**config.mk**
```make
export PLATFORM = sky130hd
export DESIGN_NAME = pgmh_fifo
export DESIGN_NICKNAME = d
export VERILOG_FILES = /design/src/rtl/core/pgmh_pkg.sv /design/src/rtl/core/pgmh_fifo.sv
export SDC_FILE = /design/constraint.sdc
export NUM_CORES = 1
export LEC_CHECK = 0
export BUFFER_PORTS_ARGS = -buffer_cell sky130_fd_sc_hd__buf_2
export CAP_MARGIN = 20
export CORE_ASPECT_RATIO = 1.25
export CORE_MARGIN = 3
export CORE_UTILIZATION = 35
export DETAILED_ROUTE_END_ITERATION = 8
export MAX_ROUTING_LAYER = met4
export PLACE_DENSITY = 0.56
export SLEW_MARGIN = 20
export SYNTH_ARGS = -nofsm -noshare
export SYNTH_HDL_FRONTEND = slang
export SYNTH_SLANG_ARGS = --single-unit
```
**constraint.sdc**
```tcl
create_clock -name i_clk -period 3.2 [get_ports i_clk]
set_input_delay 0 -clock i_clk [delete_from_list [all_inputs] [get_ports i_clk]]
set_output_delay 0 -clock i_clk [all_outputs]
set_load 0.01 [all_outputs]
```
**src/rtl/core/pgmh_pkg.sv**
```systemverilog
// Shared types and constants for the PGM header parser and pixel histogram.
package pgmh_pkg;

    localparam int NumBinsDefault   = 256;
    localparam int CountBitsDefault = 32;

    localparam logic [1:0] KIND_BYTE  = 2'd0;
    localparam logic [1:0] KIND_READ  = 2'd1;
    localparam logic [1:0] KIND_START = 2'd2;

    localparam logic [2:0] PH_MAGIC  = 3'd0;
    localparam logic [2:0] PH_WIDTH  = 3'd1;
    localparam logic [2:0] PH_HEIGHT = 3'd2;
    localparam logic [2:0] PH_SKIP   = 3'd3;
    localparam logic [2:0] PH_PIXELS = 3'd4;
    localparam logic [2:0] PH_DONE   = 3'd5;
    localparam logic [2:0] PH_BAD    = 3'd6;

    localparam logic [7:0] CH_P     = 8'h50;
    localparam logic [7:0] CH_5     = 8'h35;
    localparam logic [7:0] CH_SPACE = 8'h20;
    localparam logic [7:0] CH_LF    = 8'h0A;
    localparam logic [7:0] CH_ZERO  = 8'h30;
    localparam logic [7:0] CH_NINE  = 8'h39;
    localparam logic [2:0] SKIP_LAST = 3'd3;

    // Operation passed from the parser to the histogram unit.
    typedef enum logic [1:0] {
        OP_NONE  = 2'd0,
        OP_COUNT = 2'd1,
        OP_READ  = 2'd2,
        OP_CLEAR = 2'd3
    } t_op;

    typedef struct packed {
        t_op         op;
        logic [7:0]  bin;
        logic [2:0]  phase;
        logic [15:0] width;
        logic [15:0] height;
    } t_cmd;

endpackage

```
**src/rtl/core/pgmh_fifo.sv**
```systemverilog
// Two-entry queue between the parser and the histogram unit.
module pgmh_fifo import pgmh_pkg::*; (
    input  logic i_clk,
    input  logic i_rst_n,
    input  logic i_valid,
    output logic o_ready,
    input  t_cmd i_data,
    output logic o_valid,
    input  logic i_ready,
    output t_cmd o_data
);

    t_cmd       r_mem [2];
    logic       r_wp, r_rp;
    logic [1:0] r_cnt;
    logic       w_push, w_pop;

    assign o_ready = (r_cnt != 2'd2);
    assign o_valid = (r_cnt != 2'd0);
    assign o_data  = r_mem[r_rp];
    assign w_push  = i_valid && o_ready;
    assign w_pop   = o_valid && i_ready;

    always_ff @(posedge i_clk) begin
        if (w_push) r_mem[r_wp] <= i_data;
    end

    always_ff @(posedge i_clk) begin
        if (!i_rst_n) begin
            r_wp <= 1'b0; r_rp <= 1'b0; r_cnt <= '0;
        end else begin
            if (w_push) r_wp <= ~r_wp;
            if (w_pop) r_rp <= ~r_rp;
            r_cnt <= r_cnt + 2'(w_push) - 2'(w_pop);
        end
    end

endmodule

```
==> summary.md, run 1 <==
| Metric | Value |
|---|---|
| Outcome | `finished, final reports clean` |
| Cts bufs inserted | `9` |
| Number of global-route vias before repair | `2022` |
| Final Hold Fails | `0` |
| First-pass GRT wire length | `9920 um` |
| Top cell type by total area after synthesis | `edfxtp_1` |
| Crit Path Max Fanout | `24` |
| CTS clk-pin slew, worst paths | `0.06 ns` |
| IO Pins | `96` |
| Clock Skew | `0.00564 ns` |
| Pwr/cell area | `728 nW/um^2` |
| Clock power share | `0.292` |
| Critical-path top delay cell | `dfxtp_2` |
| Layout cells sized above 1 | `0.502` |
| Final Core Density | `0.495` |
| Synth top area share | `0.733` |
| All-Layer GR Usage | `0.115` |
| CTS Hold Bufs | `46` |
| Vias/cell | `4.28` |
| # diodes | `0` |
| Finish-stage setup viols | `0` |
| Internal power | `2760 uW` |
| Detailed-route wire length | `6510 um` |
| Root buffer cell | `clkbuf_16` |
| CP Cell Sequence | `buf_12 > mux2_4 > buf_2` |
| Grt ovf | `0` |
| Cts repair resizes | `0` |
| Worst hold path class | `in -> reg` |
| Mapped Cells | `164` |
| Most common cell after layout, fill and taps aside | `buf_2` |
| Drt pass-1 iters | `4` |
| Skew-Pair Late Insertion Delay | `0.33 ns` |
| Largest net degree at the start of global routing | `25` |
| Vias | `1918` |
| Worst Setup Path Type | `reg -> out` |
| Leak | `0.00199 uW` |
| Reg power frac | `0.450` |
| Synth Warn # | `0` |
| RD Place Congestion | `0.658` |
| Register area share after synthesis | `0.761` |
| Post-CTS setup buffer count | `0` |
| Core box area | `10200 um^2` |
| Combinational power share | `0.257` |
| Initial antenna violation count | `0` |
| Distinct cells, synth | `18` |
| CP bufs+invs | `2` |
| Slew Limit Fails | `0` |
| Clock Path Buffers | `2` |
| Placement row count | `41` |
| Htree depth | `3` |
| IO buf count | `95` |
| Switching Power | `923 uW` |
| # nets final | `366` |
| Crit path launch type | `register` |
| Switching share of power | `0.250` |
| Data arrival, critical path | `1.94 ns` |
| WL/cell | `14.5 um` |
| Clock sink total | `95` |
| Max stage delay on crit path | `0.81 ns` |
| Die Span X | `97.8 um` |
| Total negative slack | `0 ns` |
| Mapped Nets | `215` |
| Max_slew headroom | `0.502` |
| CTS tree | `built` |
| Layout filler cell count | `851` |
| Ranking of synthesized cells by area | `edfxtp_1, mux2_4, dfxtp_1` |
| Hold_ws | `0.0667 ns` |
| Commonest non-fill, non-tap cells in the layout | `buf_2, edfxtp_1, dlygate4sd3_1` |
| Critical Path RT | `3.20 ns` |
| P&R area growth vs syn | `37.2%` |
| Chip height | `121 um` |
| MaxCap Viol Count | `0` |
| DRC violation total after the first TritonRoute iteration | `76` |
| Fin crit share | `0.606` |
| Post-layout min period | `1.94 ns` |
| Mean Syn Cell Area | `22.5 um^2` |
| Post-DP HPWL | `4240 um` |
| Max Freq | `516 MHz` |
| RSZ-0062 raised after global routing | `false` |
| VDD IR max | `0.000418 V` |
| Slew @ Worst Pin | `0.747 ns` |
| Die ar. | `11800 um^2` |
| Residual DRC | `0` |
| Family with the most delay on the worst path | `flip-flops` |
| #FFs+latches synth | `95` |
| Mapped Area | `3680 um^2` |
| CP endpoint kind | `output pin` |
| Initial Utilization | `0.361` |
| Antenna viol nets, final | `0` |
## sequential cells by signal (all words and copies together), names as in the netlist, named ones only
| signal | flops |
|---|---|
| r_cnt | 2 |
| r_mem | 90 |
| r_wp | 1 |
| r_rp | 1 |
## worst register-to-register path, delay by kind of cell (launching register included)
kind                   cells  cell delay, ns
AND/OR/NAND/NOR            3            0.87
flip-flops                 1            0.36
buffers and inverters      1            0.29
## power groups by stage
stage | sequential [uW] | combinational [uW] | clock [uW]
CTS | 1660 | 969 | 1110
floorplan | 1630 | 704 | 0
global route | 1680 | 1020 | 1150
finish | 1660 | 948 | 1080
detailed placement | 1690 | 922 | 0
global placement | 1680 | 921 | 0
## routing by layer
metal	vias to the layer above	share of wire	track usage
met5	-	0	-
met4	0	0.015	0.0468
met3	8	0.049	0.0346
met2	51	0.51	0.193
met1	922	0.43	0.129
li1	937	-	-
## stage by stage
stage | power (uW) | cell area (um^2) | std cells | setup WS [ns]
floorplan | 2340 | 3680 | 164 | 0.204
global placement | 2600 | 4300 | 387 | 1.39
detailed placement | 2610 | 4300 | 387 | 1.37
CTS | 3740 | 5060 | 448 | 1.21
global route | 3850 | 5060 | 448 | 1.16
finish | 3680 | 5060 | 448 | 1.26
## kinds of logic (layout without fill, tap and decap cells)
family                     Yosys count  in the layout  share of synthesized area
AOI/OAI and AO/OA                    1              1                    0.00204
xor gates and xnor gates             3              3                    0.00713
DFF                                 95             95                      0.761
adders and majority gates            2              2                    0.00679
buffers and inverters                6            161                     0.0258
muxes                               46             46                      0.181
and+or+nand+nor                     11             11                     0.0166
## area by class of cell
type	count	area (um^2)	area share
tap	129	161	0.0319
clock inverter	6	76.3	0.0151
timing repair buffer	145	991	0.196
multi-input combinational	63	796	0.157
inverter	1	3.75	0.000742
clock buffer	9	225	0.0445
sequential	95	2800	0.554
## worst paths after layout
check | end | slack (ns) | cells after the start | start
max | o_data[20] | 1.26 | 3 | register
min | r_wp | 0.07 | 3 | i_valid
max reg2reg | r_mem[0][30] | 1.39 | 4 | r_cnt[0]
min reg2reg | r_wp | 0.52 | 2 | r_wp
## cells in the mapped netlist, drive strengths merged
cell / number
and2: 2
and3: 1
buf: 5
dfxtp: 5
edfxtp: 90
ha: 2
inv: 1
mux2: 45
mux2i: 1
nand2: 2
nand2b: 2
nor2: 1
nor2b: 2
o21a: 1
or2: 1
xnor2: 3
Power figures use the tool's default switching activity.
==> run 2, diff against run 1 <==
- ABC_AREA: not set -> 1
- PLACE_DENSITY: 0.56 -> 0.58
- clock period: 3.2 -> 1.6 ns (I/O delays scaled with it)
==> run 2 against run 1 <==
Worst hold slack lost 0.052 ns; power grew 110%; register-to-register slack lost 1.2 ns; global-route usage grew 0.43 points; sequential share of layout area shrank 1.6 points; clock skew grew 0.0015 ns; critical endpoint is now r_cnt[1]; combinational power grew 120%; non-clock buffer count grew 5.
==> summary.md, run 2 <==
| Metric | Value |
|---|---|
| Final Hold Fails | `0 (unchanged)` |
| Async SR Flop Fraction | `0 (unchanged)` |
| Root buffer cell | `clkbuf_16` |
| First-pass GRT wire length | `10400 um (+5.1%)` |
| Grt ovf | `0 (unchanged)` |
| Crit Path Max Fanout | `4 (-83%)` |
| Mean Syn Cell Area | `21.0 um^2 (-6.7%)` |
| Tot Pwr | `7630 uW (+110%)` |
| Outcome | `finished, final reports clean` |
| Skew-Pair Late Insertion Delay | `0.33 ns (about the same)` |
| Mapped Cells | `176 (+7.3%)` |
| Hold Startpoint | `i_valid` |
| Top cells by count, synth | `edfxtp_1, mux2_4, nand2_1` |
| Dpl cell area | `4390 um^2 (+2.3%)` |
| Worst Hold End | `r_wp` |
| Slew @ Worst Pin | `0.266 ns (-0.480 ns)` |
| Layout cells sized above 1 | `0.513 (+0.0118)` |
| VDD IR max | `0.000823 V (+97%)` |
| Critical Path RT | `1.82 ns (-1.38 ns)` |
| Vias | `2055 (+7.1%)` |
| All-Layer GR Usage | `0.119 (+0.00429)` |
| Clock Skew | `0.00714 ns (+0.00150 ns)` |
| Die ar. | `11800 um^2 (+0.16%)` |
| CTS clk-pin slew, worst paths | `0.06 ns (about the same)` |
| Post-DP HPWL | `4150 um (-2.2%)` |
| Max reg flops | `90 (unchanged)` |
| Top-count cell post-synth | `edfxtp_1` |
| Vias/cell | `4.41 (+3.0%)` |
| Core box area | `10200 um^2 (unchanged)` |
| Placement row count | `41 (unchanged)` |
| Ranking of synthesized cells by area | `edfxtp_1, mux2_4, dfxtp_1` |
| CP endpoint kind | `register` |
| Distinct cells, synth | `12 (-6)` |
| # nets final | `383 (+4.6%)` |
| Worst hold path class | `in -> reg` |
| Largest net degree at the start of global routing | `46 (+84%)` |
| Hold Path Depth | `3 (unchanged)` |
| Max_slew headroom | `0.822 (+0.320)` |
| IO buf count | `95 (unchanged)` |
| Mapped Area | `3690 um^2 (+0.17%)` |
| Placement Setup Slack | `0.155 ns (-1.22 ns)` |
| Synth top area share | `0.732 (-0.00124)` |
| Initial antenna violation count | `0 (unchanged)` |
| Cts bufs inserted | `9 (unchanged)` |
| Max Freq | `697 MHz` |
| Initial Utilization | `0.362 (+0.000613)` |
| P&R area growth vs syn | `41.2%` |
| WL/cell | `13.8 um (-5.0%)` |
| Clock sink total | `95 (unchanged)` |
| CTS tree | `built` |
| Die Span X | `97.9 um (about the same)` |
| Most common cell after layout, fill and taps aside | `buf_2` |
| Detailed-route wire length | `6430 um (-1.2%)` |
| Hold_ws | `0.0148 ns (-0.0519 ns)` |
| #FFs+latches synth | `95 (unchanged)` |
| PnR worst setup slack | `0.166 ns (-1.10 ns)` |
| Antenna viol nets, final | `0 (unchanged)` |
| Commonest non-fill, non-tap cells in the layout | `buf_2, edfxtp_1, dlygate4sd3_1` |
| Design Area, Final | `5210 um^2 (+3.1%)` |
| Slew Limit Fails | `0 (unchanged)` |
| MaxCap Viol Count | `0 (unchanged)` |
| R2r startpoint | `r_cnt[0]` |
| Reg-to-Reg End | `r_cnt[1]` |
| Worst Setup Path Type | `reg -> reg` |
| Drt pass-1 iters | `4 (unchanged)` |
| Cts repair resizes | `0 (unchanged)` |
| Leak | `0.00208 uW (+4.1%)` |
| Top cell type by total area after synthesis | `edfxtp_1` |
| RSZ-0062 raised after global routing | `false` |
| # diodes | `0 (unchanged)` |
| Number of global-route vias before repair | `2118 (+4.7%)` |
| Htree depth | `3 (unchanged)` |
| Reg2Reg Setup Slack | `0.17 ns (-1.22 ns)` |
| Mapped Nets | `227 (+5.6%)` |
| Top reg by flops | `r_mem` |
| Post-layout min period | `1.43 ns` |
| Largest regs | `r_mem (90), r_cnt (2)` |
| Crit path launch type | `register` |
| R2R cell count | `10 (+6)` |
| Clock Path Buffers | `2 (unchanged)` |
| IO Pins | `96 (unchanged)` |
| Synth Warn # | `0 (unchanged)` |
| Worst Setup SP | `r_cnt[0]` |
| Fin crit share | `0.896` |
| Number of synthesized flops with an enable pin | `90 (unchanged)` |
| Residual DRC | `0 (unchanged)` |
| Synth Flop Type | `edfxtp_1` |
| Finish-stage setup viols | `0 (unchanged)` |
| DRC violation total after the first TritonRoute iteration | `44 (-42%)` |
| Data arrival, critical path | `1.66 ns (-0.28 ns)` |
| Register area share after synthesis | `0.759 (-0.00129)` |
| Pwr/cell area | `1460 nW/um^2 (+100%)` |
| RD Place Congestion | `0.686 (+4.3%)` |
| Chip height | `121 um (about the same)` |
## run 2: changes by cell type after synthesis, moves of 2 or more
cell | previous run | this run
a21oi_1 | 0 | 2
and2_1 | 2 | 0
inv_1 | 1 | 7
nand2_1 | 2 | 9
nand2b_1 | 2 | 0
nand3_1 | 0 | 3
nor2_1 | 1 | 8
nor2b_1 | 2 | 0
xnor2_1 | 3 | 0
## run 2: how the worst max path moves through the flow
stage                        endpoint  slack [ns]  cells after the start
after floorplan           r_mem[0][0]       -0.01                      4
after global placement       r_cnt[1]        0.22                     10
after detailed placement     r_cnt[1]        0.15                     10
after CTS                   o_data[3]        0.13                      3
after global routing         r_cnt[1]        0.05                     10
final                        r_cnt[1]        0.17                     10
## run 2: kinds of logic (layout without fill, tap and decap cells)
| family | after synthesis | in the layout | synth area share |
|---|---|---|---|
| AO/OA/AOI/OAI | 2 | 2 | 0.00271 |
| adder cells (fa/ha/maj) | 2 | 2 | 0.00678 |
| multiplexers | 45 | 45 | 0.178 |
| buffers and inverters | 12 | 173 | 0.0319 |
| AND/OR/NAND/NOR | 20 | 20 | 0.0214 |
| flip-flops | 95 | 95 | 0.759 |
## run 2: report_power, final
| part | leakage, uW | internal, uW | switching [uW] | total (uW) |
|---|---|---|---|---|
| clock | 0.000158 | 1450 | 830 | 2280 |
| combinational | 0.00103 | 1110 | 950 | 2060 |
| sequential | 0.000883 | 3160 | 136 | 3290 |
## run 2: repair_timing
action / in CTS / in global routing
hold buffers: 47 / 0
buffers inserted: 2 / 0
setup endpoints to repair: 3 / 0
endpoints found under the hold margin: 95 / 0
## run 2: critical path: stages, from the launching register on
cell     delay (ns)
dfxtp_2        0.35
inv_2          0.05
nand2_4        0.08
nand2_4        0.06
ha_1           0.27
inv_1          0.04
ha_1           0.18
inv_1          0.06
nand2_1        0.06
a21oi_1        0.13
nor2_1         0.06
## run 2: routing by layer
metal  share of wire  track usage  routed length (um)
met1            0.39        0.129                2500
met2            0.54        0.201                3490
met3           0.046       0.0283                 293
met4           0.023       0.0649                 149
met5               0            -                   0
## run 2: metrics by stage
stage | setup TNS (ns) | utilization | std cells
4_1_cts | 0 | 0.511 | 466
3_5_place_dp | 0 | 0.430 | 401
3_3_place_gp | 0 | 0.430 | 401
5_1_grt | 0 | 0.511 | 466
2_1_floorplan | -0.626 | - | 176
6_report | 0 | 0.511 | 466
## run 2: final cells by class
type / instances / area (um^2)
Tap cell: 129 / 161
Clock inverter: 5 / 80.1
Multi-Input combinational cell: 69 / 798
Sequential cell: 95 / 2810
Timing Repair Buffer: 150 / 1080
Clock buffer: 11 / 253
Fill cell: 862 / 5000
Inverter: 7 / 30.0
==> run 3, diff against run 2 <==
- clock period: 1.6 -> 1.2 ns (I/O delays scaled with it)
==> run 3 against run 2 <==
The run now ends with negative setup slack left; power increased by 59%; count of clock-buffer cells in the layout decreased by 2; sequential cell count unchanged; critical path depth decreased by 6; sequential share of layout area decreased by 7.2 points; combinational power increased by 120%.
==> summary.md, run 3 (synthesis gave the netlist of run 2 again) <==
| Metric | Value |
|---|---|
| Clock Path Buffers | `2 (unchanged)` |
| CTS clk-pin slew, worst paths | `0.06 ns (about the same)` |
| Chip height | `121 um (unchanged)` |
| Placement row count | `41 (unchanged)` |
| Max Freq | `700 MHz` |
| Final Hold Fails | `0 (unchanged)` |
| # diodes | `0 (unchanged)` |
| Reg2Reg Setup Slack | `-0.19 ns (-0.36 ns)` |
| Worst Setup Path Type | `reg -> out` |
| Clock sink total | `95 (unchanged)` |
| Max_slew headroom | `0.849 (+0.0264)` |
| Residual DRC | `0 (unchanged)` |
| IO buf count | `95 (unchanged)` |
| PnR worst setup slack | `-0.229 ns (-0.395 ns)` |
| CP Cell Sequence | `buf_12 > buf_12 > mux2_4 > buf_6` |
| Initial Utilization | `0.362 (unchanged)` |
| Post-DP HPWL | `4510 um (+8.7%)` |
| CP endpoint kind | `output pin` |
| Largest regs | `r_mem (90), r_cnt (2)` |
| CTS tree | `built` |
| Hold_ws | `0.0478 ns (+0.0330 ns)` |
| Fin crit share | `1.19` |
| Number of global-route vias before repair | `2339 (+10%)` |
| # nets final | `412 (+7.6%)` |
| Drt pass-1 iters | `4 (unchanged)` |
| Placed Instances | `408 (+1.7%)` |
| Most common cell after layout, fill and taps aside | `edfxtp_1` |
| Largest net degree at the start of global routing | `16 (-65%)` |
| Failing checks | `negative setup slack` |
| Post-layout min period | `1.43 ns` |
| Initial antenna violation count | `0 (unchanged)` |
| CP bufs+invs | `3 (unchanged)` |
| Data arrival, critical path | `1.43 ns (-0.23 ns)` |
| Max stage delay on crit path | `0.39 ns (+0.04 ns)` |
| Crit Path Max Fanout | `6 (+2)` |
| Tot Pwr | `12100 uW (+59%)` |
| Top reg by flops | `r_mem` |
| Cts bufs inserted | `9 (unchanged)` |
| Skew-Pair Late Insertion Delay | `0.34 ns (about the same)` |
| Root buffer cell | `clkbuf_16` |
| Vias/cell | `4.39 (-0.36%)` |
| CP dominant cell by count | `buf_12` |
| Vias | `2175 (+5.8%)` |
| Antenna viol nets, final | `0 (unchanged)` |
| RD Place Congestion | `0.741 (+8.0%)` |
| Family with the most delay on the worst path | `flip-flops` |
| Clock Skew | `0.00585 ns (-0.00129 ns)` |
| MaxCap Viol Count | `0 (unchanged)` |
| Die ar. | `11800 um^2 (unchanged)` |
| Finish-stage setup viols | `137 (+137)` |
| Critical-path top delay cell | `dfxtp_4` |
| Outcome | `finished with violations` |
| Critical Path RT | `1.20 ns (-0.62 ns)` |
| Commonest non-fill, non-tap cells in the layout | `edfxtp_1, buf_6, buf_2` |
| Detailed-route wire length | `7710 um (+20%)` |
| DRC violation total after the first TritonRoute iteration | `117 (+170%)` |
| Slew @ Worst Pin | `0.227 ns (-0.0398 ns)` |
| Fin cells | `495 (+6.2%)` |
| Htree depth | `3 (unchanged)` |
| Core box area | `10200 um^2 (unchanged)` |
| Max reg flops | `90 (unchanged)` |
| Slew Limit Fails | `0 (unchanged)` |
| IO Pins | `96 (unchanged)` |
| First-pass GRT wire length | `12000 um (+15%)` |
| Grt ovf | `0 (unchanged)` |
| P&R area growth vs syn | `63.4%` |
| Crit path launch type | `register` |
| Leak | `0.00241 uW (+16%)` |
| WL/cell | `15.6 um (+13%)` |
| VDD IR max | `0.00114 V (+38%)` |
| Pwr/cell area | `2010 nW/um^2 (+37%)` |
| All-Layer GR Usage | `0.138 (+0.0192)` |
| Die Span X | `97.9 um (unchanged)` |
| Layout cells sized above 1 | `0.582 (+0.0686)` |
| RSZ-0062 raised after global routing | `true` |
| Worst hold path class | `in -> reg` |
==> run 3: cell count changes in the layout (fill, tap and decap cells not counted), moves of 3 or more <==
| cell | delta |
|---|---|
| buf_6 | +56 |
| buf_2 | -43 |
| buf_12 | +5 |
| mux2_2 | -5 |
| mux2_4 | +5 |
| buf_16 | +4 |
| nand2_1 | -4 |
| buf_4 | +3 |
| buf_8 | +3 |
| nand2_2 | +3 |
==> run 3: layout make-up <==
class                   instances  area, um^2
flip-flops and latches         95        2810
clock buffers                   9         225
clock inverters                 7         111
well taps                     129         161
inverters                       7        32.5
fillers                       775        4180
repair buffers                179        1800
multi-input cells              69         888
==> run 3: report_power, final <==
| group | switching [uW] | internal [uW] |
|---|---|---|
| Combinational | 1750 | 2800 |
| Sequential | 202 | 4220 |
| Clock | 1110 | 2020 |
| Total | 3060 | 9040 |
==> run 3: repair_timing <==
action,in CTS,in global routing
hold buffers,47,0
setup buffers,19,4
cloned,10,1
endpoints found under the setup margin,137,138
hold endpoints to repair,95,0
gates resized for setup,87,18
pin swaps,9,5
==> run 3: path summary, 6_finish.rpt <==
path	endpoint	cells past startpoint	startpoint
max	o_data[12]	4	register
min	r_wp	3	i_valid
max reg2reg	r_cnt[1]	10	r_cnt[0]
min reg2reg	register	2	r_rp
==> run 3: per-stage QoR <==
stage	setup WS, ns	setup TNS [ns]	utilization	area [um^2]
after floorplan	-0.414	-34.97	-	3720
after global placement	-0.159	-6.59	0.437	4460
after detailed placement	-0.222	-9.37	0.437	4460
after CTS	-0.252	-21.68	0.597	6100
after global routing	-0.279	-27.90	0.591	6030
final	-0.229	-21.79	0.591	6030
==> run 3: layer usage <==
| layer | wire length (um) | vias to the layer above | global-route usage | part of all wire |
|---|---|---|---|---|
| li1 | - | 1045 | - | - |
| met1 | 2920 | 1067 | 0.148 | 0.38 |
| met2 | 4330 | 55 | 0.242 | 0.56 |
| met3 | 337 | 8 | 0.0352 | 0.044 |
| met4 | 116 | 0 | 0.0597 | 0.015 |
| met5 | 0 | - | - | 0 |
==> run 3: tightest hold or removal path: cells and delay by family <==
kind	cells	cell delay [ns]
AOI/OAI and AO/OA	1	0.09
buffers and inverters	1	0.16
and+or+nand+nor	1	0.09
