$ cat src/rtl/core/pgmh_pkg.sv
// Shared types and constants for the PGM header parser and pixel histogram.
package pgmh_pkg;

    localparam int NumBinsDefault   = 256;
    localparam int CountBitsDefault = 32;

    localparam logic [1:0] KIND_BYTE  = 2'd0;
    localparam logic [1:0] KIND_READ  = 2'd1;
    localparam logic [1:0] KIND_START = 2'd2;

    localparam logic [2:0] PH_MAGIC  = 3'd0;
    localparam logic [2:0] PH_WIDTH  = 3'd1;
    localparam logic [2:0] PH_HEIGHT = 3'd2;
    localparam logic [2:0] PH_SKIP   = 3'd3;
    localparam logic [2:0] PH_PIXELS = 3'd4;
    localparam logic [2:0] PH_DONE   = 3'd5;
    localparam logic [2:0] PH_BAD    = 3'd6;

    localparam logic [7:0] CH_P     = 8'h50;
    localparam logic [7:0] CH_5     = 8'h35;
    localparam logic [7:0] CH_SPACE = 8'h20;
    localparam logic [7:0] CH_LF    = 8'h0A;
    localparam logic [7:0] CH_ZERO  = 8'h30;
    localparam logic [7:0] CH_NINE  = 8'h39;
    localparam logic [2:0] SKIP_LAST = 3'd3;

    // Operation passed from the parser to the histogram unit.
    typedef enum logic [1:0] {
        OP_NONE  = 2'd0,
        OP_COUNT = 2'd1,
        OP_READ  = 2'd2,
        OP_CLEAR = 2'd3
    } t_op;

    typedef struct packed {
        t_op         op;
        logic [7:0]  bin;
        logic [2:0]  phase;
        logic [15:0] width;
        logic [15:0] height;
    } t_cmd;

endpackage

$ cat src/rtl/core/pgmh_front.sv
// Header parser: classifies each request and tracks the PGM header phase.
module pgmh_front import pgmh_pkg::*; (
    input  logic       i_clk,
    input  logic       i_rst_n,
    input  logic       i_valid,
    output logic       o_ready,
    input  logic [1:0] i_kind,
    input  logic [7:0] i_byte,
    input  logic [7:0] i_index,
    output logic       o_cmd_valid,
    input  logic       i_cmd_ready,
    output t_cmd       o_cmd
);

    logic [2:0]  r_phase, n_phase;
    logic [2:0]  r_pos, n_pos;
    logic [15:0] r_acc, n_acc;
    logic [15:0] r_width, n_width;
    logic [15:0] r_height, n_height;
    logic [31:0] r_remain, n_remain;
    logic [31:0] w_prod;
    logic [19:0] w_acc10;
    logic [3:0]  w_digit;
    logic        w_fire;
    t_op         w_op;

    assign o_ready     = i_cmd_ready;
    assign o_cmd_valid = i_valid;
    assign w_fire      = i_valid && i_cmd_ready;
    assign w_prod      = r_width * r_height;
    assign w_digit     = (i_byte >= CH_ZERO && i_byte <= CH_NINE) ?
                         4'(i_byte - CH_ZERO) : 4'd0;
    assign w_acc10     = 20'(r_acc) * 20'd10 + 20'(w_digit);

    always_comb begin
        n_phase  = r_phase;
        n_pos    = r_pos;
        n_acc    = r_acc;
        n_width  = r_width;
        n_height = r_height;
        n_remain = r_remain;
        w_op     = OP_NONE;
        case (i_kind)
            KIND_START: begin
                n_phase = PH_MAGIC; n_pos = '0; n_acc = '0;
                n_width = '0; n_height = '0; n_remain = '0;
                w_op = OP_CLEAR;
            end
            KIND_READ: w_op = OP_READ;
            KIND_BYTE: begin
                unique case (r_phase)
                    PH_MAGIC: begin
                        if (r_pos == 3'd0) begin
                            if (i_byte != CH_P) n_phase = PH_BAD;
                            else n_pos = 3'd1;
                        end else if (r_pos == 3'd1) begin
                            if (i_byte != CH_5) n_phase = PH_BAD;
                            else n_pos = 3'd2;
                        end else begin
                            n_pos = '0; n_acc = '0; n_phase = PH_WIDTH;
                        end
                    end
                    PH_WIDTH, PH_HEIGHT: begin
                        if (r_phase == PH_WIDTH && i_byte == CH_SPACE) begin
                            n_width = r_acc; n_acc = '0; n_phase = PH_HEIGHT;
                        end else if (r_phase == PH_HEIGHT && i_byte == CH_LF) begin
                            n_height = r_acc; n_acc = '0; n_pos = '0;
                            n_phase = PH_SKIP;
                        end else begin
                            n_acc = (w_acc10 > 20'd65535) ? 16'hFFFF : w_acc10[15:0];
                        end
                    end
                    PH_SKIP: begin
                        if (r_pos >= SKIP_LAST) begin
                            n_pos = '0; n_remain = w_prod;
                            n_phase = (w_prod == '0) ? PH_DONE : PH_PIXELS;
                        end else begin
                            n_pos = r_pos + 3'd1;
                        end
                    end
                    PH_PIXELS: begin
                        w_op = OP_COUNT;
                        n_remain = r_remain - 32'd1;
                        if (n_remain == '0) n_phase = PH_DONE;
                    end
                    default: ;
                endcase
            end
            default: ;
        endcase
    end

    always_comb begin
        o_cmd.op     = w_op;
        o_cmd.bin    = (i_kind == KIND_READ) ? i_index : i_byte;
        o_cmd.phase  = n_phase;
        o_cmd.width  = n_width;
        o_cmd.height = n_height;
    end

    always_ff @(posedge i_clk) begin
        if (!i_rst_n) begin
            r_phase <= PH_MAGIC; r_pos <= '0; r_acc <= '0;
            r_width <= '0; r_height <= '0; r_remain <= '0;
        end else if (w_fire) begin
            r_phase <= n_phase; r_pos <= n_pos; r_acc <= n_acc;
            r_width <= n_width; r_height <= n_height; r_remain <= n_remain;
        end
    end

endmodule

$ cat config.mk
export PLATFORM = sky130hd
export DESIGN_NAME = pgmh_front
export DESIGN_NICKNAME = d
export VERILOG_FILES = /design/src/rtl/core/pgmh_pkg.sv /design/src/rtl/core/pgmh_front.sv
export SDC_FILE = /design/constraint.sdc
export NUM_CORES = 1
export LEC_CHECK = 0
export ABC_AREA = 1
export BUFFER_PORTS_ARGS = -buffer_cell sky130_fd_sc_hd__buf_2
export CAP_MARGIN = 20
export CORE_ASPECT_RATIO = 0.5
export CORE_MARGIN = 2
export CORE_UTILIZATION = 50
export CTS_CLUSTER_DIAMETER = 50
export DETAILED_ROUTE_END_ITERATION = 8
export PLACE_DENSITY_LB_ADDON = 0.2
export SETUP_SLACK_MARGIN = 0.2
export SYNTH_ARGS = -nofsm -noshare
export SYNTH_HDL_FRONTEND = slang
export SYNTH_SLANG_ARGS = --single-unit
$ cat constraint.sdc
create_clock -name i_clk -period 7.58 [get_ports i_clk]
set_clock_uncertainty 0.2 [all_clocks]
set_input_delay 0.758 -clock i_clk [delete_from_list [all_inputs] [get_ports i_clk]]
set_output_delay 0.758 -clock i_clk [all_outputs]
set_load 0.02 [all_outputs]
==> results of run 1 <==
-- cell families (layout without fill, tap and decap cells) --
kind of cell	after synthesis	after routing	synth area share
compound gates	252	252	0.0935
xor+xnor	44	44	0.0240
flops	86	86	0.107
simple gates	1071	1071	0.276
fa+ha+maj	340	340	0.356
buf+inv	594	642	0.141
mux	3	3	0.00210
-- synth_stat cells (3+ instances only) --
library cell | n | area (um2)
sky130_fd_sc_hd__nand2_1 | 734 | 2760
sky130_fd_sc_hd__inv_1 | 483 | 1810
sky130_fd_sc_hd__fa_1 | 196 | 3920
sky130_fd_sc_hd__ha_1 | 144 | 1800
sky130_fd_sc_hd__nor2_1 | 140 | 526
sky130_fd_sc_hd__a21oi_1 | 107 | 536
sky130_fd_sc_hd__clkbuf_1 | 94 | 353
sky130_fd_sc_hd__dfxtp_1 | 86 | 1720
sky130_fd_sc_hd__nand3_1 | 86 | 430
sky130_fd_sc_hd__o21ai_0 | 62 | 310
sky130_fd_sc_hd__nand4_1 | 46 | 288
sky130_fd_sc_hd__a22oi_1 | 34 | 255
sky130_fd_sc_hd__xor2_1 | 27 | 236
sky130_fd_sc_hd__nor3_1 | 23 | 115
sky130_fd_sc_hd__o211ai_1 | 19 | 143
sky130_fd_sc_hd__xnor2_1 | 17 | 149
sky130_fd_sc_hd__a21oi_2 | 14 | 123
sky130_fd_sc_hd__nand2_2 | 11 | 68.8
sky130_fd_sc_hd__nand3b_1 | 7 | 52.6
sky130_fd_sc_hd__nor2_2 | 7 | 43.8
sky130_fd_sc_hd__buf_2 | 5 | 25.0
sky130_fd_sc_hd__inv_2 | 4 | 15.0
sky130_fd_sc_hd__o21a_1 | 4 | 30.0
sky130_fd_sc_hd__o21bai_1 | 4 | 30.0
sky130_fd_sc_hd__buf_6 | 3 | 33.8
sky130_fd_sc_hd__mux2_2 | 3 | 33.8
sky130_fd_sc_hd__nand2_4 | 3 | 33.8
sky130_fd_sc_hd__nand3_2 | 3 | 30.0
sky130_fd_sc_hd__nor4_1 | 3 | 18.8
-- where the power goes --
group	internal, mW	total, mW	switching [mW]
registers	0.463	0.496	0.0331
clock network	0.289	0.497	0.209
logic	0.242	0.638	0.396
-- worst max-delay path by stage --
stage                startpoint        end  slack, ps  cells after the start
global route        r_width[11]  o_cmd[32]        170                     28
floorplan            r_width[9]  o_cmd[32]        850                     30
detailed placement  r_height[4]  o_cmd[32]        120                     24
CTS                  r_width[3]  o_cmd[32]        200                     25
global placement    r_width[11]  o_cmd[32]        210                     28
finish              r_width[11]  o_cmd[32]        410                     29
-- routing by layer --
layer / wire length [um] / vias up / part of all wire
met5: 0 / - / 0
met4: 660 / 0 / 0.015
met3: 3010 / 61 / 0.069
met2: 19500 / 462 / 0.45
met1: 20400 / 7115 / 0.47
li1: - / 7403 / -
-- flip-flops by register name, summed over array words and instances (netlist names) --
name and flops:
r_width 16, r_pos 3, r_remain 32, r_acc 16, r_height 16, r_phase 3
-- worst reg2reg max path: cells and delay by family, from the launching register on --
kind	cells	cell delay, ps
flip-flops	1	410
AND/OR/NAND/NOR	14	1390
buffers and inverters	6	430
AO/OA/AOI/OAI	1	120
adder cells (fa/ha/maj)	7	3380
-- cell usage in the layout, fill, tap and decap left out, drive strengths merged --
master and instances:
nand4 48, buf 137, nor3 24, o221ai 1, mux2 3, a31oi 2
o21bai 4, ha 144, nor2 149, a21oi 122, o211ai 19, and2 2
a2111oi 1, clkbuf 11, nor4 3, inv 487, a21o 1, bufinv 2
a32oi 1, nand2 748, nand3b 7, a22oi 34, o21a 4, dfxtp 86
o31ai 1, nand3 89, xnor2 17, o21ai 62, and3 1, fa 196
clkinv 5, xor2 27
-- area by class of cell --
| cell class | count | area (um2) | area share |
|---|---|---|---|
| clock buffer | 10 | 229 | 0.0127 |
| clock inverter | 5 | 82.6 | 0.00459 |
| inverter | 489 | 1840 | 0.102 |
| multi-input combinational | 1710 | 12500 | 0.694 |
| sequential | 86 | 1820 | 0.101 |
| tap | 432 | 541 | 0.0300 |
| timing repair buffer | 138 | 1000 | 0.0558 |
-- timing repair --
item / 4_1_cts / 5_1_grt
gates cloned: 0 / 1
resized for setup: 47 / 118
pin swaps: 2 / 34
setup buffers: 0 / 19
setup endpoints to repair: 1 / 1
==> impl_metrics.env, run 1 <==
export IMPL_ys_seq_area_frac=0.107
export IMPL_min_delay_path_depth=2
export IMPL_fp_row_count=46
export IMPL_cts_buffer_depth=2
export IMPL_total_power_mw=1.63
export IMPL_timing_slew_headroom=0.436
export IMPL_critical_path_top_delay_family="adder cells"
export IMPL_grt_first_pass_wirelength_mm=72.5
export IMPL_synth_cell_type_count=44
export IMPL_power_ir_vdd_worst_v=0.0000808
export IMPL_pwr_dens_nw_per_um2=90.7
export IMPL_worst_setup_path_end_kind="output port"
export IMPL_ctsRootBufferMaster="sky130_fd_sc_hd__clkbuf_16"
export IMPL_cts_htree_levels=3
export IMPL_mappedNetlistArea_um2=16100
export IMPL_die_h_um=131
export IMPL_pre_cts_ws_ps=123
export IMPL_nNetsFinal=2796
export IMPL_worst_pin_slew_ps=841
export IMPL_worstReg2RegEnd="r_phase[0]"
export IMPL_final_setup_viol_count=0
export IMPL_timing_reg2reg_setup_slack_ps=1590
export IMPL_via_count_of_the_first_global_routing_pass=14400
export IMPL_worst_r2r_startpoint="r_width[11]"
export IMPL_critPathSlowestCell="sky130_fd_sc_hd__fa_1"
export IMPL_place_area_um2=16900
export IMPL_critical_path_max_stage_delay_ps=550
export IMPL_worst_path_max_fanout=6
export IMPL_starting_density=0.508
export IMPL_ys_warn_count=0
export IMPL_postCtsHoldBufs=0
export IMPL_dr_first_iter_drc_count=1109
export IMPL_syn_instance_count=2390
export IMPL_die_width_um=258
export IMPL_highest_achievable_clock_rate_mhz=139
export IMPL_cp_data_arrival_time_ps=6220
export IMPL_synthesis_area_per_instance_um2=6.73
export IMPL_grt_util_all_layers=0.267
export IMPL_cts_num_sinks=86
export IMPL_drc_violations_left=0
export IMPL_nFillCells=3084
export IMPL_dr_pass1_iters=8
export IMPL_number_of_antenna_violations_at_the_first_check_in_global_routing=0
export IMPL_post_synth_edffs=0
export IMPL_critical_path_required_ps=6620
export IMPL_beginning_of_the_worst_hold_path="r_remain[30]"
export IMPL_syn_nets=2752
export IMPL_timing_setup_tns_ps=0
export IMPL_floorplan_die_area_um2=33700
export IMPL_class_of_the_most_critical_setup_path="reg -> out"
export IMPL_clkTransAtPathRegs_ps=70
export IMPL_fin_ws_ps=405
export IMPL_grt_busiest_layer="met2"
export IMPL_wirelength_mm=43.6
export IMPL_numPlacedInstances=2835
export IMPL_grt_max_degree=64
export IMPL_place_hpwl_mm=35.5
export IMPL_detail_route_wl_per_cell_um=15.2
export IMPL_worst_skew_pair_late_latency_ps=380
export IMPL_yosys_register_bits=86
export IMPL_final_layout_size_suffix_gt1_frac=0.127
export IMPL_max_cap_violations=0
export IMPL_critical_path_buf_inv_count=7
export IMPL_cts_buffers_inserted=9
export IMPL_cp_start_kind="flop"
export IMPL_run_status="finished clean"
export IMPL_vias_per_cell=5.24
export IMPL_min_path_type="reg -> reg"
export IMPL_overall_via_count_from_detail_route=15000
export IMPL_placement_io_buffers=68
export IMPL_layout_worst_path_cycle_share=0.947
export IMPL_synth_async_sr_flop_share=0
export IMPL_standard_cell_core_area_um2=31700
export IMPL_utilization=0.568
export IMPL_hold_path_end="r_remain[30]"
export IMPL_r2r_cells=28
export IMPL_grt_util_met2=0.446
export IMPL_timing_final_hold_violations=0
export IMPL_layout_cell_area_non_filler_um2=18000
export IMPL_cts_tree="yes"
export IMPL_diodes=0
export IMPL_cellLeakagePower_nw=9.27
export IMPL_grtUsageMet3=0.0384
export IMPL_met1_usage=0.372
export IMPL_finalMaxSlewViolations=0
export IMPL_final_cell_count_no_fill=2870
export IMPL_num_io_pins=69
export IMPL_place_congestion=0.926
export IMPL_unrepaired_setup_endpoints_after_global_routing="no"
export IMPL_area_delta_synth_final_pct=11.9
export IMPL_worst_hold_slack_ps=265
export IMPL_synth_top_flop_cell="sky130_fd_sc_hd__dfxtp_1"
export IMPL_path_common_cell="sky130_fd_sc_hd__nand2_1"
export IMPL_final_min_clock_period_ps=7170
export IMPL_antenna_violating_nets_post_route=0
export IMPL_global_route_overflow_total=0
(Power assumes the default switching activity.)
==> run 2, diff against run 1 <==
clock period = 7.75 ns   (was 7.58 ns; I/O delays follow)
==> impl_metrics.env, run 2 (synthesis gave the netlist of run 1 again) <==
export IMPL_overall_via_count_from_detail_route=15100
export IMPL_beginning_of_the_worst_hold_path="r_remain[30]"
export IMPL_most_frequent_standard_cell_in_the_layout_excluding_fill_and_tap_cells="sky130_fd_sc_hd__nand2_1"
export IMPL_cts_buffer_depth=2
export IMPL_clkTransAtPathRegs_ps=80
export IMPL_worst_setup_path_end_kind="output port"
export IMPL_timing_slew_headroom=0.402
export IMPL_final_cell_mix="sky130_fd_sc_hd__nand2_1 (725), sky130_fd_sc_hd__inv_1 (482), sky130_fd_sc_hd__fa_1 (195), sky130_fd_sc_hd__ha_1 (133), sky130_fd_sc_hd__nor2_1 (128)"
export IMPL_unrepaired_setup_endpoints_after_global_routing="no"
export IMPL_cts_num_sinks=86
export IMPL_highest_achievable_clock_rate_mhz=137
export IMPL_via_count_of_the_first_global_routing_pass=14100
export IMPL_cts_buffers_inserted=9
export IMPL_gate_power_share=0.382
export IMPL_grt_first_pass_wirelength_mm=71.5
export IMPL_worst_pin_slew_ps=891
export IMPL_detail_route_wl_per_cell_um=15.3
export IMPL_power_switching_fraction=0.417
export IMPL_number_of_antenna_violations_at_the_first_check_in_global_routing=0
export IMPL_drc_violations_left=0
export IMPL_max_cap_violations=0
export IMPL_antenna_violating_nets_post_route=0
export IMPL_num_io_pins=69
export IMPL_cp_start_kind="flop"
export IMPL_worst_path_max_fanout=7
export IMPL_floorplan_die_area_um2=33700
export IMPL_min_path_type="reg -> reg"
export IMPL_die_width_um=258
export IMPL_place_congestion=0.918
export IMPL_layout_worst_path_cycle_share=0.941
export IMPL_grt_max_degree=65
export IMPL_numPlacedInstances=2833
export IMPL_critPathSlowestCell="sky130_fd_sc_hd__fa_1"
export IMPL_timing_critical_path_from="r_width[11]"
export IMPL_grt_util_all_layers=0.266
export IMPL_register_ranked_first_by_flip_flop_count="r_remain"
export IMPL_sequential_cell_area_um2=1800
export IMPL_power_report_internal_total_mw=0.894
export IMPL_net_switching_power_mw=0.639
export IMPL_run_status="finished clean"
export IMPL_cellLeakagePower_nw=9.20
export IMPL_final_layout_size_suffix_gt1_frac=0.114
export IMPL_grtUsageMet3=0.0432
export IMPL_place_area_um2=16900
export IMPL_critical_path_required_ps=6780
export IMPL_ctsRootBufferMaster="sky130_fd_sc_hd__clkbuf_16"
export IMPL_cts_htree_levels=3
export IMPL_grt_busiest_layer="met2"
export IMPL_nNetsFinal=2787
export IMPL_critical_path_max_stage_delay_ps=550
export IMPL_class_of_the_most_critical_setup_path="reg -> out"
export IMPL_finalMaxSlewViolations=0
export IMPL_starting_density=0.508
export IMPL_final_setup_viol_count=0
export IMPL_postCtsHoldBufs=0
export IMPL_seqPwrFrac=0.317
export IMPL_pwr_dens_nw_per_um2=86.9
export IMPL_dr_first_iter_drc_count=1128
export IMPL_largest_register_ffs=32
export IMPL_wirelength_mm=43.8
export IMPL_vias_per_cell=5.27
export IMPL_dr_pass1_iters=6
export IMPL_area_delta_synth_final_pct=9.77
export IMPL_worst_skew_pair_late_latency_ps=380
export IMPL_met1_usage=0.370
export IMPL_fp_row_count=46
export IMPL_die_h_um=131
export IMPL_path_common_cell="sky130_fd_sc_hd__nand2_1"
export IMPL_multi_input_comb_area_um2=12300
export IMPL_cts_tree="yes"
export IMPL_final_min_clock_period_ps=7290
export IMPL_standard_cell_core_area_um2=31700
export IMPL_power_ir_vdd_worst_v=0.0000891
export IMPL_timing_setup_tns_ps=0
export IMPL_cp_data_arrival_time_ps=6320
export IMPL_placement_io_buffers=68
export IMPL_worst_r2r_startpoint="r_width[11]"
export IMPL_nFillCells=3154
export IMPL_place_hpwl_mm=35.9
export IMPL_timing_final_hold_violations=0
export IMPL_grt_util_met2=0.432
export IMPL_global_route_overflow_total=0
export IMPL_power_share_clock=0.301
export IMPL_layout_cell_area_non_filler_um2=17700
export IMPL_final_cell_count_no_fill=2863
[run 2: cell types whose count changed in the layout (fill, tap and decap cells not counted), moves of 6 or more]
cell and delta:
sky130_fd_sc_hd__nand2_1 +14, sky130_fd_sc_hd__nand2_2 -14, sky130_fd_sc_hd__ha_4 -9, sky130_fd_sc_hd__dfxtp_2 +8
sky130_fd_sc_hd__ha_1 +7, sky130_fd_sc_hd__buf_12 -6, sky130_fd_sc_hd__dfxtp_4 -6
[run 2: metrics by stage]
| step | hold slack, ps | total power, mW | utilization | setup WS (ps) |
|---|---|---|---|---|
| 6_report | 272 | 1.53 | 0.558 | 458 |
| 5_1_grt | 301 | 1.63 | 0.558 | 163 |
| 3_5_place_dp | 261 | 1.04 | 0.534 | 230 |
| 4_1_cts | 273 | 1.51 | 0.546 | 202 |
| 2_1_floorplan | 245 | 0.883 | - | 1010 |
| 3_3_place_gp | 257 | 1.04 | 0.534 | 170 |
[run 2: path summary, 6_finish.rpt]
check / endpoint / slack (ps) / depth (start not counted)
max: o_cmd[32] / 460 / 28
min: r_remain[30] / 270 / 2
max reg2reg: r_phase[0] / 1660 / 27
min reg2reg: r_remain[30] / 270 / 2
[run 2: power by group through the flow]
stage	clock network (mW)	registers, mW	logic [mW]
finish	0.461	0.486	0.586
global route	0.482	0.489	0.661
CTS	0.470	0.489	0.551
detailed placement	0	0.498	0.544
global placement	0	0.497	0.539
floorplan	0	0.469	0.415
[run 2: worst max-delay path: cells and delay by family, from the launching register on]
family | cells | cell delay (ps)
fa+ha+maj | 7 | 3330
compound gates | 1 | 80
xor+xnor | 1 | 210
flops | 1 | 410
buf+inv | 8 | 680
simple gates | 11 | 1240
[run 2: timing repair]
| action | 4_1_cts | 5_1_grt |
|---|---|---|
| gates resized for setup | 40 | 73 |
| setup endpoints to repair | 1 | 1 |
| setup buffers | 0 | 13 |
| pin swaps | 1 | 12 |
[run 2: final cells by class]
class / instances / area share
diodes: 1 / 0.000142
clock buffers: 9 / 0.0128
clock inverters: 7 / 0.00418
inverters: 489 / 0.104
multi-input cells: 1710 / 0.699
flip-flops and latches: 86 / 0.102
well taps: 432 / 0.0306
repair buffers: 129 / 0.0476
[run 2: metal layers]
| metal | vias up | wire length [um] |
|---|---|---|
| li1 | 7393 | - |
| met1 | 7126 | 20500 |
| met2 | 489 | 19400 |
| met3 | 67 | 3150 |
| met4 | 0 | 839 |
| met5 | - | 0 |
==> run 3, diff against run 2 <==
--- a/config.mk
+++ b/config.mk
@@ -6,6 +6,5 @@
 export NUM_CORES = 1
 export LEC_CHECK = 0
-export ABC_AREA = 1
-export BUFFER_PORTS_ARGS = -buffer_cell sky130_fd_sc_hd__buf_2
+export BUFFER_PORTS_ARGS = -buffer_cell sky130_fd_sc_hd__buf_4
 export CAP_MARGIN = 20
 export CORE_ASPECT_RATIO = 0.5
==> constraint.sdc (replaced) <==
create_clock -name i_clk -period 7.75 [get_ports i_clk]
set_clock_uncertainty 0.2 [all_clocks]
set_input_delay 2.325 -clock i_clk [delete_from_list [all_inputs] [get_ports i_clk]]
set_output_delay 2.325 -clock i_clk [all_outputs]
set_load 0.02 [all_outputs]
==> impl_metrics.env, run 3 <==
export IMPL_fp_row_count=44
export IMPL_nNetsFinal=2502
export IMPL_class_of_the_most_critical_setup_path="reg -> out"
export IMPL_critical_path_required_ps=5220
export IMPL_final_cell_count_no_fill=2536
export IMPL_standard_cell_core_area_um2=29300
export IMPL_max_cap_violations=0
export IMPL_clkTransAtPathRegs_ps=70
export IMPL_final_layout_size_suffix_gt1_frac=0.201
export IMPL_ctsRootBufferMaster="sky130_fd_sc_hd__clkbuf_16"
export IMPL_global_route_overflow_total=0
export IMPL_final_min_clock_period_ps=9080
export IMPL_antenna_violating_nets_post_route=0
export IMPL_grt_util_all_layers=0.292
export IMPL_cp_num_cells=22
export IMPL_fin_ws_ps=-1330
export IMPL_post_synth_edffs=0
export IMPL_cp_start_kind="flop"
export IMPL_detail_route_wl_per_cell_um=17.9
export IMPL_worst_r2r_startpoint="r_width[5]"
export IMPL_place_congestion=0.968
export IMPL_ys_warn_count=0
export IMPL_worst_skew_pair_late_latency_ps=360
export IMPL_beginning_of_the_worst_hold_path="r_remain[26]"
export IMPL_synth_largest_type_area_fraction=0.261
export IMPL_mappedNetlistArea_um2=15000
export IMPL_critical_path_buf_inv_count=4
export IMPL_critPathSlowestCell="sky130_fd_sc_hd__fa_1"
export IMPL_worst_path_max_fanout=6
export IMPL_critical_path_max_stage_delay_ps=560
export IMPL_cts_buffers_inserted=9
export IMPL_hold_path_end="r_remain[26]"
export IMPL_finalMaxSlewViolations=0
export IMPL_grt_util_met2=0.445
export IMPL_synth_most_common_cell="sky130_fd_sc_hd__nand2_1"
export IMPL_final_cell_mix="sky130_fd_sc_hd__nand2_1 (378), sky130_fd_sc_hd__buf_4 (283), sky130_fd_sc_hd__inv_1 (195), sky130_fd_sc_hd__fa_1 (192), sky130_fd_sc_hd__ha_1 (131)"
export IMPL_grt_max_degree=57
export IMPL_syn_instance_count=1946
export IMPL_wirelength_mm=45.3
export IMPL_cts_htree_levels=3
export IMPL_worstReg2RegEnd="r_phase[0]"
export IMPL_placement_io_buffers=68
export IMPL_worst_pin_slew_ps=998
export IMPL_critical_path_top_delay_family="adder cells"
export IMPL_synthesis_area_per_instance_um2=7.71
export IMPL_grt_first_pass_wirelength_mm=73.8
export IMPL_cts_buffer_depth=2
export IMPL_dr_first_iter_drc_count=1132
export IMPL_synth_top_cell_by_area="sky130_fd_sc_hd__fa_1"
export IMPL_cts_num_sinks=86
export IMPL_grtUsageMet3=0.0675
export IMPL_starting_density=0.512
export IMPL_grt_busiest_layer="met2"
export IMPL_largest_register_ffs=32
export IMPL_cellLeakagePower_nw=8.02
export IMPL_synth_async_sr_flop_share=0
export IMPL_timing_final_hold_violations=0
export IMPL_postCtsHoldBufs=0
export IMPL_numPlacedInstances=2499
export IMPL_met1_usage=0.429
export IMPL_worst_setup_path_end_kind="output port"
export IMPL_area_delta_synth_final_pct=23.0
export IMPL_unrepaired_setup_endpoints_after_global_routing="yes"
export IMPL_pwr_dens_nw_per_um2=55.0
export IMPL_synth_cell_type_count=60
export IMPL_register_ranked_first_by_flip_flop_count="r_remain"
export IMPL_run_status="finished with violations"
export IMPL_failed_checks="setup timing"
export IMPL_highest_achievable_clock_rate_mhz=110
export IMPL_yosys_register_bits=86
export IMPL_min_delay_path_depth=2
export IMPL_via_count_of_the_first_global_routing_pass=13900
export IMPL_die_width_um=249
export IMPL_ys_top_cells_by_area="sky130_fd_sc_hd__fa_1 (26%), sky130_fd_sc_hd__ha_1 (12%), sky130_fd_sc_hd__dfxtp_1 (11%)"
export IMPL_timing_reg2reg_setup_slack_ps=1360
export IMPL_overall_via_count_from_detail_route=14300
export IMPL_path_common_cell="sky130_fd_sc_hd__fa_1"
export IMPL_cts_tree="yes"
export IMPL_number_of_antenna_violations_at_the_first_check_in_global_routing=0
export IMPL_dr_pass1_iters=6
export IMPL_layout_worst_path_cycle_share=1.17
export IMPL_diodes=0
export IMPL_min_path_type="reg -> reg"
export IMPL_place_hpwl_mm=35.5
export IMPL_synth_top_flop_cell="sky130_fd_sc_hd__dfxtp_1"
export IMPL_num_io_pins=69
export IMPL_power_ir_vdd_worst_v=0.0000947
export IMPL_worstPathCellList="buf_12 > clkbuf_16 > nand2_1 > fa_1 > fa_1 > fa_1 > fa_1 > fa_1 > inv_1 > fa_1 > ha_4 > nand2_4 > nor4_2 > o211ai_1 > a311oi_1 > o21ai_1 > a21oi_2 > xnor2_2 > nor4b_4 > a311oi_2 > nor2_2 > buf_6"
export IMPL_post_synth_most_frequent_cells="sky130_fd_sc_hd__nand2_1 (386), sky130_fd_sc_hd__fa_1 (196), sky130_fd_sc_hd__inv_1 (196)"
export IMPL_most_frequent_standard_cell_in_the_layout_excluding_fill_and_tap_cells="sky130_fd_sc_hd__nand2_1"
export IMPL_drc_violations_left=0
export IMPL_cp_data_arrival_time_ps=6560
export IMPL_timing_slew_headroom=0.332
export IMPL_pre_cts_ws_ps=-1250
export IMPL_total_power_mw=1.02
export IMPL_vias_per_cell=5.63
export IMPL_die_h_um=127
export IMPL_floorplan_die_area_um2=31500
export IMPL_syn_nets=2308
export IMPL_final_setup_viol_count=1
export IMPL_r2r_cells=22
export IMPL_ys_seq_area_frac=0.115
[run 3: area by class of cell]
class,instances,area [um2]
Timing Repair Buffer,311,2650
Tap cell,391,489
Sequential cell,86,1790
Clock inverter,6,95.1
Inverter,196,736
Multi-Input combinational cell,1536,12500
Clock buffer,10,229
Fill cell,2621,10800
[run 3: what timing repair did]
item | in CTS | in global routing
pin swaps | 44 | 11
setup endpoints to repair | 1 | 1
setup buffers | 15 | 4
cloned | 1 | 1
resized for setup | 78 | 13
[run 3: through the flow]
step / utilization / hold WS, ps / area [um2] / setup TNS (ps)
after floorplan: - / 239 / 15600 / -509
after global placement: 0.599 / 261 / 17500 / -1240
after detailed placement: 0.599 / 263 / 17500 / -1250
after CTS: 0.626 / 271 / 18300 / -1240
after global routing: 0.630 / 300 / 18500 / -1530
final: 0.630 / 271 / 18500 / -1330
[run 3: logic make-up after synthesis]
kind of cell,synth area share
simple gates,0.237
compound gates,0.139
fa+ha+maj,0.381
buf+inv,0.0816
flops,0.115
xor+xnor,0.0379
mux,0.00800
[run 3: worst max path at each step]
stage                           end   startpoint
after global placement    o_cmd[32]  r_height[5]
final                     o_cmd[32]   r_width[5]
after CTS                 o_cmd[32]   r_width[4]
after detailed placement  o_cmd[32]  r_height[5]
after global routing      o_cmd[32]   r_width[9]
after floorplan           o_cmd[32]  r_height[6]
[run 3: power breakdown]
| group | total [mW] | internal (mW) | switching (mW) |
|---|---|---|---|
| clock | 0.489 | 0.286 | 0.204 |
| combinational | 0.0878 | 0.0309 | 0.0569 |
| sequential | 0.438 | 0.437 | 0.00155 |
[run 3: worst register-to-register path, cell delays in order, from the launching register on]
cell                        delay [ps]
sky130_fd_sc_hd__dfxtp_4           380
sky130_fd_sc_hd__buf_12            120
sky130_fd_sc_hd__clkbuf_16         150
sky130_fd_sc_hd__nand2_1            70
sky130_fd_sc_hd__fa_1              480
sky130_fd_sc_hd__fa_1              510
sky130_fd_sc_hd__fa_1              560
sky130_fd_sc_hd__fa_1              440
sky130_fd_sc_hd__fa_1              500
sky130_fd_sc_hd__inv_1              50
sky130_fd_sc_hd__fa_1              500
sky130_fd_sc_hd__ha_4              330
sky130_fd_sc_hd__nand2_4            70
sky130_fd_sc_hd__nor4_2            270
sky130_fd_sc_hd__o211ai_1          210
sky130_fd_sc_hd__a311oi_1          310
sky130_fd_sc_hd__o21ai_1           130
sky130_fd_sc_hd__a21oi_2           200
sky130_fd_sc_hd__xnor2_2           110
sky130_fd_sc_hd__nor4b_4           320
sky130_fd_sc_hd__buf_4             160
sky130_fd_sc_hd__nand4_1           170
sky130_fd_sc_hd__nand2_1           110
[run 3: routing by layer]
metal / routed length (um) / share of wire
met2: 19400 / 0.43
met1: 21000 / 0.46
met3: 4220 / 0.093
met4: 633 / 0.014
met5: 0 / 0
